### src/hdl/assert_macros.svh
`ifndef ASSERT_MACROS_SVH
`define ASSERT_MACROS_SVH

// Check a condition on every clock edge outside reset.
`define ASSERT_ALWAYS(label, expr, msg) \
   label: assert property (@(posedge clock) disable iff (reset) (expr)) else $error(msg);

// Check a consequent in the same cycle as its antecedent.
`define ASSERT_IMPLIES(label, ante, cons, msg) \
   label: assert property (@(posedge clock) disable iff (reset) (ante) |-> (cons)) \
      else $error(msg);

// Check a consequent in the cycle after its antecedent.
`define ASSERT_NEXT(label, ante, cons, msg) \
   label: assert property (@(posedge clock) disable iff (reset) (ante) |=> (cons)) \
      else $error(msg);

`endif

### src/hdl/eip_hdr_pkg.sv
package eip_hdr_pkg;

   typedef enum logic [1:0] {
      STATUS_OK       = 2'd0,
      STATUS_NOT_IPV4 = 2'd1,
      STATUS_ERROR    = 2'd2
   } status_type;

   typedef enum logic [1:0] {
      KIND_NONE = 2'd0,
      KIND_TCP  = 2'd1,
      KIND_UDP  = 2'd2
   } kind_type;

   parameter logic [15:0] ETH_TYPE_VLAN = 16'h8100;
   parameter logic [15:0] ETH_TYPE_QINQ = 16'h88A8;
   parameter logic [15:0] ETH_TYPE_IPV4 = 16'h0800;
   parameter logic [7:0]  IHL_MASK      = 8'h0F;
   parameter logic [7:0]  PROTO_TCP     = 8'd6;
   parameter logic [7:0]  PROTO_UDP     = 8'd17;

   parameter int unsigned DST_MAC_END     = 6;
   parameter int unsigned SRC_MAC_END     = 12;
   parameter int unsigned ETH_PLAIN_LEN   = 14;
   parameter int unsigned ETH_TAGGED_LEN  = 18;
   parameter int unsigned TYPE_LAST_POS   = 13;
   parameter int unsigned TAG_TYPE_HI_POS = 16;
   parameter int unsigned TAG_TYPE_LO_POS = 17;
   parameter int unsigned IP_MIN_LEN      = 20;
   parameter int unsigned IP_FRONT_LEN    = 8;
   parameter int unsigned IP_MIDDLE_END   = 16;
   parameter int unsigned L4_CAPTURE_LEN  = 16;
   parameter int unsigned TCP_HDR_LEN     = 20;
   parameter int unsigned UDP_HDR_LEN     = 8;

   typedef struct packed {
      logic valid;
      logic last;
   } step_type;

   typedef struct packed {
      logic [7:0]  total;
      logic        tag_seen;
      logic [15:0] inner_type;
      logic [5:0]  ip_len;
      logic [47:0] dst_mac;
      logic [47:0] src_mac;
      logic [15:0] outer_type;
      logic [63:0] ip_front;
      logic [63:0] ip_middle;
      logic [31:0] ip_dst;
      logic [63:0] l4_first;
      logic [63:0] l4_second;
   } hdr_view_type;

endpackage

### src/hdl/eip_hdr_capture.sv
module eip_hdr_capture (
   input  logic                       clock,
   input  logic                       reset,
   input  eip_hdr_pkg::step_type      step,
   input  logic [7:0]                 data_byte,
   output eip_hdr_pkg::hdr_view_type  view
);
   import eip_hdr_pkg::*;

   logic [6:0]  pos_ff, pos_in;
   logic        tag_ff, tag_in;
   logic [15:0] inner_ff, inner_in;
   logic [5:0]  ip_len_ff, ip_len_in;
   logic [47:0] dst_ff, dst_in;
   logic [47:0] src_ff, src_in;
   logic [15:0] outer_ff, outer_in;
   logic [63:0] ip_front_ff, ip_front_in;
   logic [63:0] ip_middle_ff, ip_middle_in;
   logic [31:0] ip_dst_ff, ip_dst_in;
   logic [63:0] l4_first_ff, l4_first_in;
   logic [63:0] l4_second_ff, l4_second_in;

   logic [6:0] ip_start, ip_off, l4_start, l4_off;
   logic       in_ip, in_l4;
   logic [7:0] ihl;

   always_comb begin
      ip_start = tag_ff ? 7'(ETH_TAGGED_LEN) : 7'(ETH_PLAIN_LEN);
      ip_off   = pos_ff - ip_start;
      in_ip    = (pos_ff >= ip_start) && (ip_off < 7'(IP_MIN_LEN));
      l4_start = ip_start + {1'b0, ip_len_ff};
      l4_off   = pos_ff - l4_start;
      in_l4    = (ip_len_ff >= 6'(IP_MIN_LEN)) && (pos_ff >= l4_start)
                 && (l4_off < 7'(L4_CAPTURE_LEN));
      ihl      = data_byte & IHL_MASK;
   end

   always_comb begin
      pos_in       = (pos_ff == 7'h7F) ? pos_ff : pos_ff + 7'd1;
      tag_in       = tag_ff;
      inner_in     = inner_ff;
      ip_len_in    = ip_len_ff;
      dst_in       = dst_ff;
      src_in       = src_ff;
      outer_in     = outer_ff;
      ip_front_in  = ip_front_ff;
      ip_middle_in = ip_middle_ff;
      ip_dst_in    = ip_dst_ff;
      l4_first_in  = l4_first_ff;
      l4_second_in = l4_second_ff;
      if (pos_ff < 7'(DST_MAC_END)) begin
         dst_in = {dst_ff[39:0], data_byte};
      end else if (pos_ff < 7'(SRC_MAC_END)) begin
         src_in = {src_ff[39:0], data_byte};
      end else if (pos_ff < 7'(ETH_PLAIN_LEN)) begin
         outer_in = {outer_ff[7:0], data_byte};
         inner_in = outer_in;
         if (pos_ff == 7'(TYPE_LAST_POS)) begin
            tag_in = (outer_in == ETH_TYPE_VLAN) || (outer_in == ETH_TYPE_QINQ);
         end
      end else begin
         if (tag_ff && ((pos_ff == 7'(TAG_TYPE_HI_POS)) || (pos_ff == 7'(TAG_TYPE_LO_POS))))
         begin
            inner_in = {inner_ff[7:0], data_byte};
         end
         if (in_ip) begin
            if (ip_off == 7'd0) begin
               ip_len_in = {ihl[3:0], 2'b00};
            end
            if (ip_off < 7'(IP_FRONT_LEN)) begin
               ip_front_in = {ip_front_ff[55:0], data_byte};
            end else if (ip_off < 7'(IP_MIDDLE_END)) begin
               ip_middle_in = {ip_middle_ff[55:0], data_byte};
            end else begin
               ip_dst_in = {ip_dst_ff[23:0], data_byte};
            end
         end
         if (in_l4) begin
            if (!l4_off[3]) begin
               l4_first_in = {l4_first_ff[55:0], data_byte};
            end else begin
               l4_second_in = {l4_second_ff[55:0], data_byte};
            end
         end
      end
   end

   always_comb begin
      view.total      = {1'b0, pos_ff} + 8'd1;
      view.tag_seen   = tag_in;
      view.inner_type = inner_in;
      view.ip_len     = ip_len_in;
      view.dst_mac    = dst_in;
      view.src_mac    = src_in;
      view.outer_type = outer_in;
      view.ip_front   = ip_front_in;
      view.ip_middle  = ip_middle_in;
      view.ip_dst     = ip_dst_in;
      view.l4_first   = l4_first_in;
      view.l4_second  = l4_second_in;
   end

   always_ff @(posedge clock) begin
      if (reset || (step.valid && step.last)) begin
         pos_ff       <= '0;
         tag_ff       <= 1'b0;
         inner_ff     <= '0;
         ip_len_ff    <= '0;
         dst_ff       <= '0;
         src_ff       <= '0;
         outer_ff     <= '0;
         ip_front_ff  <= '0;
         ip_middle_ff <= '0;
         ip_dst_ff    <= '0;
         l4_first_ff  <= '0;
         l4_second_ff <= '0;
      end else if (step.valid) begin
         pos_ff       <= pos_in;
         tag_ff       <= tag_in;
         inner_ff     <= inner_in;
         ip_len_ff    <= ip_len_in;
         dst_ff       <= dst_in;
         src_ff       <= src_in;
         outer_ff     <= outer_in;
         ip_front_ff  <= ip_front_in;
         ip_middle_ff <= ip_middle_in;
         ip_dst_ff    <= ip_dst_in;
         l4_first_ff  <= l4_first_in;
         l4_second_ff <= l4_second_in;
      end
   end

endmodule

### src/hdl/ethernet_ipv4_header_parser_top.sv
// A result is loaded into the result register as the final byte of a frame leaves the input register.
// Throughput: one byte per cycle; the final byte waits only while a result is stalled.
// The per-frame capture state sits behind one input register and feeds the result register.
// Reset (synchronous, active high) empties both registers and clears the capture state;
// the state also clears after every final byte.
module ethernet_ipv4_header_parser_top (
   input  logic        clock,
   input  logic        reset,
   input  logic        req_valid,
   output logic        req_stall,
   input  logic [7:0]  req_data_byte,
   input  logic        req_frame_end,
   output logic        rsp_valid,
   input  logic        rsp_stall,
   output logic [1:0]  rsp_status,
   output logic [1:0]  rsp_l4_kind,
   output logic [47:0] rsp_dst_mac,
   output logic [47:0] rsp_src_mac,
   output logic [15:0] rsp_outer_type,
   output logic [63:0] rsp_ip_front,
   output logic [63:0] rsp_ip_middle,
   output logic [31:0] rsp_ip_dst,
   output logic [31:0] rsp_l4_ports,
   output logic [63:0] rsp_tcp_seq_ack,
   output logic [31:0] rsp_l4_tail
);
   import eip_hdr_pkg::*;

   `include "assert_macros.svh"

   logic         in_valid_ff;
   logic [7:0]   in_byte_ff;
   logic         in_end_ff;
   logic         out_free, consume, load;
   step_type     step;
   hdr_view_type view;

   logic         rsp_valid_ff;
   status_type   status_ff, status_in;
   kind_type     kind_ff, kind_in;
   logic [47:0]  dst_ff, dst_in, src_ff, src_in;
   logic [15:0]  outer_ff, outer_in;
   logic [63:0]  front_ff, front_in, middle_ff, middle_in;
   logic [31:0]  ip_dst_ff, ip_dst_in;
   logic [31:0]  ports_ff, ports_in;
   logic [63:0]  seq_ack_ff, seq_ack_in;
   logic [31:0]  tail_ff, tail_in;

   logic [7:0]   ip_start, l4_start;
   logic [7:0]   proto;
   logic         have_eth, have_ip;

   assign out_free   = !rsp_valid_ff || !rsp_stall;
   assign consume    = in_valid_ff && (!in_end_ff || out_free);
   assign load       = consume && in_end_ff;
   assign req_stall  = in_valid_ff && !consume;
   assign step.valid = consume;
   assign step.last  = in_end_ff;

   always_ff @(posedge clock) begin
      if (reset) begin
         in_valid_ff <= 1'b0;
      end else if (req_valid && !req_stall) begin
         in_valid_ff <= 1'b1;
      end else if (consume) begin
         in_valid_ff <= 1'b0;
      end
   end

   always_ff @(posedge clock) begin
      if (req_valid && !req_stall) begin
         in_byte_ff <= req_data_byte;
         in_end_ff  <= req_frame_end;
      end
   end

   eip_hdr_capture u_capture (
      .clock     (clock),
      .reset     (reset),
      .step      (step),
      .data_byte (in_byte_ff),
      .view      (view)
   );

   always_comb begin
      ip_start  = view.tag_seen ? 8'(ETH_TAGGED_LEN) : 8'(ETH_PLAIN_LEN);
      l4_start  = ip_start + {2'b00, view.ip_len};
      proto     = view.ip_middle[55:48];
      have_eth  = (view.total >= 8'(ETH_PLAIN_LEN))
                  && (!view.tag_seen || (view.total >= 8'(ETH_TAGGED_LEN)));
      have_ip   = 1'b0;
      status_in = STATUS_ERROR;
      kind_in   = KIND_NONE;
      if (have_eth) begin
         if (view.inner_type != ETH_TYPE_IPV4) begin
            status_in = STATUS_NOT_IPV4;
         end else if (view.total >= ip_start + 8'(IP_MIN_LEN)) begin
            have_ip = 1'b1;
            if ((view.ip_len >= 6'(IP_MIN_LEN)) && (view.total >= l4_start)) begin
               case (proto)
                  PROTO_TCP: begin
                     if (view.total >= l4_start + 8'(TCP_HDR_LEN)) begin
                        status_in = STATUS_OK;
                        kind_in   = KIND_TCP;
                     end
                  end
                  PROTO_UDP: begin
                     if (view.total >= l4_start + 8'(UDP_HDR_LEN)) begin
                        status_in = STATUS_OK;
                        kind_in   = KIND_UDP;
                     end
                  end
                  default: begin
                     status_in = STATUS_OK;
                  end
               endcase
            end
         end
      end
   end

   always_comb begin
      dst_in     = have_eth ? view.dst_mac : '0;
      src_in     = have_eth ? view.src_mac : '0;
      outer_in   = have_eth ? view.outer_type : '0;
      front_in   = have_ip ? view.ip_front : '0;
      middle_in  = have_ip ? view.ip_middle : '0;
      ip_dst_in  = have_ip ? view.ip_dst : '0;
      ports_in   = '0;
      seq_ack_in = '0;
      tail_in    = '0;
      case (kind_in)
         KIND_TCP: begin
            ports_in   = view.l4_first[63:32];
            seq_ack_in = {view.l4_first[31:0], view.l4_second[63:32]};
            tail_in    = view.l4_second[31:0];
         end
         KIND_UDP: begin
            ports_in = view.l4_first[63:32];
            tail_in  = view.l4_first[31:0];
         end
         default: begin
            ports_in = '0;
         end
      endcase
   end

   always_ff @(posedge clock) begin
      if (reset) begin
         rsp_valid_ff <= 1'b0;
      end else if (load) begin
         rsp_valid_ff <= 1'b1;
      end else if (!rsp_stall) begin
         rsp_valid_ff <= 1'b0;
      end
   end

   always_ff @(posedge clock) begin
      if (load) begin
         status_ff  <= status_in;
         kind_ff    <= kind_in;
         dst_ff     <= dst_in;
         src_ff     <= src_in;
         outer_ff   <= outer_in;
         front_ff   <= front_in;
         middle_ff  <= middle_in;
         ip_dst_ff  <= ip_dst_in;
         ports_ff   <= ports_in;
         seq_ack_ff <= seq_ack_in;
         tail_ff    <= tail_in;
      end
   end

   assign rsp_valid       = rsp_valid_ff;
   assign rsp_status      = status_ff;
   assign rsp_l4_kind     = kind_ff;
   assign rsp_dst_mac     = dst_ff;
   assign rsp_src_mac     = src_ff;
   assign rsp_outer_type  = outer_ff;
   assign rsp_ip_front    = front_ff;
   assign rsp_ip_middle   = middle_ff;
   assign rsp_ip_dst      = ip_dst_ff;
   assign rsp_l4_ports    = ports_ff;
   assign rsp_tcp_seq_ack = seq_ack_ff;
   assign rsp_l4_tail     = tail_ff;

   `ASSERT_IMPLIES(a_stall_only_on_end, req_stall, in_valid_ff && in_end_ff && rsp_valid_ff, "input stalled without a blocked final byte")
   `ASSERT_NEXT(a_end_gives_item, load, rsp_valid_ff, "final byte consumed without a result")
   `ASSERT_IMPLIES(a_kind_needs_ok, rsp_valid_ff && (status_ff != STATUS_OK), kind_ff == KIND_NONE, "transport kind set on a failed frame")
   `ASSERT_IMPLIES(a_non_ip_clean, rsp_valid_ff && (status_ff == STATUS_NOT_IPV4), (front_ff == '0) && (ip_dst_ff == '0) && (ports_ff == '0), "IP fields set on a non-IPv4 frame")

endmodule

### config.mk
export PLATFORM = sky130hd
export DESIGN_NAME = ethernet_ipv4_header_parser_top
export DESIGN_NICKNAME = d
export VERILOG_FILES = /design/src/hdl/eip_hdr_pkg.sv /design/src/hdl/eip_hdr_capture.sv /design/src/hdl/ethernet_ipv4_header_parser_top.sv
export VERILOG_INCLUDE_DIRS = /design/src /design/src/hdl
export SDC_FILE = /design/constraint.sdc
export NUM_CORES = 1
export LEC_CHECK = 0
export ABC_AREA = 0
export BUFFER_PORTS_ARGS = -buffer_cell sky130_fd_sc_hd__buf_2
export CAP_MARGIN = 10
export CORE_MARGIN = 1
export CORE_UTILIZATION = 30
export CTS_CLUSTER_SIZE = 40
export DETAILED_ROUTE_END_ITERATION = 10
export GPL_TIMING_DRIVEN = 0
export PLACE_DENSITY = 0.51
export SETUP_SLACK_MARGIN = 0.2
export SLEW_MARGIN = 25
export SYNTH_ARGS = -nofsm -noshare
export SYNTH_HDL_FRONTEND = slang
export SYNTH_HIERARCHICAL = 1
export SYNTH_SLANG_ARGS = --single-unit
export TNS_END_PERCENT = 30
### constraint.sdc
create_clock -name clock -period 21.8 [get_ports clock]
set_input_delay 1.09 -clock clock [delete_from_list [all_inputs] [get_ports clock]]
set_output_delay 1.09 -clock clock [all_outputs]
set_load 0.005 [all_outputs]
# After elaboration in Yosys (flattened, before gate mapping)
# Index checks and enable logic that the tools add are counted.
[totals]
in_bits = 13
word_cells = 161
output_inout_bits = 406
regBits = 845
[classes]
eq_ne = 12
n_reduce_logical = 26
n_addsub = 9
bitwise = 1
n_lt_le_gt_ge = 17
muxes = 69
[op_table]
columns = ["op", "count"]
rows = [
  ["two-way mux 64 bit", 21],
  ["two-way mux 32 bit", 6],
  ["two-way mux 48 bit", 3],
  ["two-way mux 16 bit", 7],
  ["one-hot mux 32 bit (2 select lines)", 1],
  ["== test 16 bit, second input constant", 2],
  ["two-way mux 6 bit", 5],
  ["less-than comparator 7 x 4 -> 1 bit, second input constant", 3],
  ["less-than comparator 7 x 5 -> 1 bit, second input constant", 3],
  ["two-way mux 2 bit", 10],
  ["greater-or-equal comparator 8 bit", 2],
  ["!= test 16 x 12 -> 1 bit, second input constant", 1],
  ["== test 7 x 5 -> 1 bit, second input constant", 2],
  ["greater-or-equal comparator 7 bit", 2],
  ["subtractor 7 bit", 2],
  ["greater-or-equal comparator 6 x 5 -> 1 bit, second input constant", 2],
  ["two-way mux 1 bit", 12],
  ["logical AND 1 bit", 10],
  ["two-way mux 5 bit", 2],
  ["adder 7 x 1 -> 8 bit, second input constant", 1],
  ["adder 7 x 4 -> 8 bit, second input constant", 1],
  ["adder 7 x 5 -> 8 bit, second input constant", 1],
  ["== test 8 x 3 -> 1 bit, second input constant", 1],
  ["== test 8 x 5 -> 1 bit, second input constant", 1],
  ["other kinds (22)", 33],
]

# Depth between registers and ports, before layout
[depth]
word_depth = 19
mapped_depth = 29

# Hierarchy
# The synthesis kept the hierarchy.
[by_module_without_submodules]
columns = ["module", "seq_area_each_um2", "n_inst", "area_per_inst_um2", "cells_each"]
rows = [
  ["eip_hdr_capture", 8608.3, 1, 21132.8, 2159],
  ["ethernet_ipv4_header_parser_top", 12441.9, 1, 16341.9, 1031],
]

# Least setup slack after synthesis
# No wires, ideal clock.
[synth_path]
kind = "input port to flip-flop"
from = "input port rsp_stall"
to = "register dst_ff[0] (netlist: rsp_dst_mac[0]), enable pin"
slack_ns = 0.059
path_buffers = 0
arrival_time_ns = 20.433
path_stages = 1
required_ns = 20.491
setup_ns = 1.309
cell_sequence = "a21oi_1"
[synth_via]
elab_chain_cells = 5
[synth_lines]
columns = ["item", "line", "text"]
rows = [
  ["start, declared", "ethernet_ipv4_header_parser_top.sv:14", "input logic rsp_stall,"],
  ["zero test 1 bit", "-", ""],
  ["logical OR 1 bit", "ethernet_ipv4_header_parser_top.sv:53", "assign out_free = !rsp_valid_ff || !rsp_stall;"],
  ["logical OR 1 bit", "ethernet_ipv4_header_parser_top.sv:54", "assign consume = in_valid_ff && (!in_end_ff || out_free);"],
  ["logical AND 1 bit", "ethernet_ipv4_header_parser_top.sv:54", ""],
  ["logical AND 1 bit", "ethernet_ipv4_header_parser_top.sv:55", "assign load = consume && in_end_ff;"],
  ["end signal, assigned", "ethernet_ipv4_header_parser_top.sv:162", "dst_ff <= dst_in;"],
  ["end, declared", "ethernet_ipv4_header_parser_top.sv:41", "logic [47:0] dst_ff, dst_in, src_ff, src_in;"],
]
# Every way passes these cells.
# A chain may end at the register's enable or synchronous reset.

==> metrics.txt <==
global-route wire length before repair=about 170 mm; M3 GR Usage=3.436%; register area=roughly 21000 sq um; io pins=419; Clock Latency Late Sink=0.73 ns; DRC=94; failing checks=design-rule violations; setup_tns=0 ns; total core area=123800 sq um; gpl congestion=0.8360; post-synth cell types=72; wire per inst=21.33 um; vias in the first global route=25880; synth-to-layout area growth=21.59%; full die area=around 130000 sq um; Worst Path Max Fanout=10; IO Port Bufs=418; global routing usage on met1=between 20 and 25%; final hold slack=0.4528 ns; clk_skew=between 0.04 and 0.05 ns; post-detail-place hpwl=between 80 and 90 mm; Hold Crit Class=reg -> reg; Slew Limit Fails=0; Peak VDD IR=53.94 uV; Post-DRT Antenna Nets=0; final setup fails=0; Max transition margin=30.42%; largest net degree at the start of global routing=23; Crit Path Category=reg -> reg; DRT iter0 DRCs=about 1500; yosys warns=6; CTS tree=yes; row cnt=129; Max Clk Rate=121.0 MHz; area of the multi-input gates=15270 sq um; Starting Density=between 30% and 40%; Num CTS Buffers=99; busiest grt layer=met2; RSZ-0062 raised after global routing=no; synthesized area=37470 sq um; Synth Instances=approximately 3200; GRT Util Overall=18.12%; post-synth net total=3249; filler instances=12240; Worst Path Required=22.35 ns; initial antenna violation count=6; CTS resizes=0; CTS H-tree depth=3; startpoint class of the critical path=flip-flop; CTS Sinks=845; drt pass-1 iters=8; Tcrit/Tclk final=37.90%; Cell Pwr Density=76.62 nW/um^2; max_cap viols=0; CTS max path bufs=3; die height=between 300 and 400 um; syn avg cell area=11.75 sq um; final wirelength=116.4 mm; Worst-Margin Slew=approximately 1.0 ns; crit end category=flip-flop; # hold bufs at CTS=0; Seq/Total Area, Yosys=56.17%; ys flop type=dfxtp_1; P_leak=approximately 18 nW; DIE WIDTH=355.4 um; Root Driver=clkbuf_16; ratio of cells with drive above 1 in the final layout=28.01%; Data arrival, critical path=8.82 ns; met2 Use GR=28.79%; Hold Vio Cnt, Final=0; GRT overflow=0; status=finished with violations; EDFF count, synth=413; clock transition at the registers of the reported paths=0.06 ns; Final #Nets=3791; vias per cell=~4.6; vias=25360; fin crit period=8.263 ns; Synth async-reset ratio=0%; Seq cells post-synth=845; setup bufs post-CTS=0
## flip-flops by register name (all words and copies together), names as in the netlist, 32 cells and up
name / flops
rsp_dst_mac: 48
rsp_ip_dst: 32
rsp_ip_front: 64
rsp_ip_middle: 64
rsp_l4_ports: 32
rsp_l4_tail: 32
rsp_src_mac: 48
rsp_tcp_seq_ack: 64
u_capture/dst_ff: 48
u_capture/ip_dst_ff: 32
u_capture/ip_front_ff: 64
u_capture/ip_middle_ff: 64
u_capture/l4_first_ff: 64
u_capture/l4_second_ff: 64
u_capture/src_ff: 48
## metrics by stage
stage               cell area [sq um]  power, W  std cells  utilization, %  setup slack [ns]
floorplan                       37480  0.001769       3190               -             9.215
global placement                41620  0.001827       5245           33.62             3.649
detailed placement              42230  0.001820       5268           34.11             13.54
CTS                             45560  0.003545       5454           36.80             13.51
global route                    45560  0.003616       5454           36.80             12.98
finish                          45570  0.003491       5455           36.81             13.54
## power by group
part	total, W	leakage (nW)	switching [W]	internal, W
registers	0.00168	7.72	0.0000114	0.00167
logic	0.0000991	8.48	0.0000702	0.0000289
clock network	0.00171	1.63	0.000708	0.000999
total	0.00349	17.8	0.000790	0.00270
## synthesized netlist by cell type (3+ instances only)
library cell  instances  area, sq um
nand4_1               6        37.54
dfxtp_1             432         8648
and3_1               10        62.56
or3_1                 5        31.28
nor2_1              102        382.9
xor2_1               10        87.58
a211o_1               4        35.03
inv_1                22        82.58
ha_1                 43        538.0
edfxtp_1            413        12400
mux2_2              353         3975
nor3_1               23        115.1
mux2_1               52        585.6
xnor2_1               9        78.83
a21o_1               13        97.59
fa_1                  3        60.06
and2_1              345         2158
a211oi_1              9        67.56
nand2b_1              5        31.28
nand2_1             511         1918
nor4_4                3        63.81
buf_2                55        275.3
nand3b_1              4        30.03
buf_4                12        90.09
a22oi_1              32        240.2
o211ai_1              5        37.54
a31oi_1               3        18.77
o21ai_0               8        40.04
buf_6                20        225.2
nor4_1                6        37.54
o21a_1                9        67.56
a21oi_1             118        590.6
buf_1                 6        22.52
a221o_1               7        70.07
or2_2                 3        18.77
nor2b_1              44        275.3
clkbuf_1            124        465.5
mux2i_1             305         3053
nand3_1              13        65.06
or4_1                 3        22.52
## kinds of logic after synthesis
family | synth area share (%)
simple gates | 14.49
flops | 56.17
mux | 20.32
buf+inv | 3.108
compound gates | 3.866
fa+ha+maj | 1.596
xor+xnor | 0.4441
other cells | 0.01001
## routing by layer
layer  part of all wire [%]  vias to the layer above  wire, um
met2                     46                      535     53790
met4                    2.0                        2      2333
met3                    4.8                      121      5582
li1                       -                    12310         -
met1                     47                    12390     54640
met5                  0.012                        -        14
## cell usage in the layout, fill, tap and decap left out, drive strengths merged, types with 3 or more instances in the layout
cell type / instances
a22oi: 32
clkinv: 41
buf: 534
nor2: 105
ha: 43
a221o: 7
fa: 3
and2: 346
mux2i: 305
xor2: 10
nor4: 11
a21oi: 119
mux2: 405
nand3: 13
a21o: 13
o211ai: 5
nand3b: 4
o21a: 9
a211o: 4
nand2: 511
and3: 10
or4: 3
xnor2: 9
o21ai: 10
clkbuf: 247
edfxtp: 413
or3: 5
clkinvlp: 7
inv: 28
a31oi: 3
bufinv: 10
or2: 3
nand4: 6
nor3: 24
nor2b: 44
nand2b: 5
dfxtp: 432
a211oi: 9
## area by class of cell
type | instances | share of cell area [%]
Clock inverter | 63 | 1.409
Clock buffer | 123 | 5.909
Antenna cell | 1 | 0.005492
Sequential cell | 845 | 46.20
Tap cell | 1637 | 4.495
Multi-Input combinational cell | 2105 | 33.51
Timing Repair Buffer | 441 | 5.890
Buffer | 217 | 2.389
Inverter | 23 | 0.1895
## worst max-delay path, stage by stage, from the launching register on
cell	delay, ns
dfxtp_1	0.47
buf_2	0.28
inv_1	0.12
fa_1	0.49
nor2b_1	0.23
and4bb_2	0.29
a221oi_4	0.08
nor4_2	0.68
mux2_2	0.43
ha_1	0.35
nand3_1	0.11
a21boi_1	0.36
or2_2	0.19
clkbuf_1	0.18
ha_1	0.18
inv_1	0.05
nor4_1	0.24
nand2_1	0.10
ha_1	0.31
and4_1	0.25
nand2_1	0.09
o211ai_1	0.21
and4_1	0.43
ha_1	0.33
clkbuf_1	0.31
clkbuf_1	0.59
clkbuf_1	0.44
and2_1	0.28
## worst paths after layout
check | end | cells past startpoint | slack [ns] | startpoint
setup reg to reg | rsp_tcp_seq_ack[50]$_SDFFCE_PP0P_ | 27 | 13.54 | u_capture/pos_ff[1]$_SDFFE_PP0P_
hold / removal | u_capture/dst_ff[45]$_SDFFE_PP0P_ | 2 | 0.45 | u_capture/dst_ff[45]$_SDFFE_PP0P_
hold reg to reg | u_capture/dst_ff[45]$_SDFFE_PP0P_ | 2 | 0.45 | u_capture/dst_ff[45]$_SDFFE_PP0P_
setup / recovery | rsp_tcp_seq_ack[50]$_SDFFCE_PP0P_ | 27 | 13.54 | u_capture/pos_ff[1]$_SDFFE_PP0P_
(Power assumes the default switching activity.)
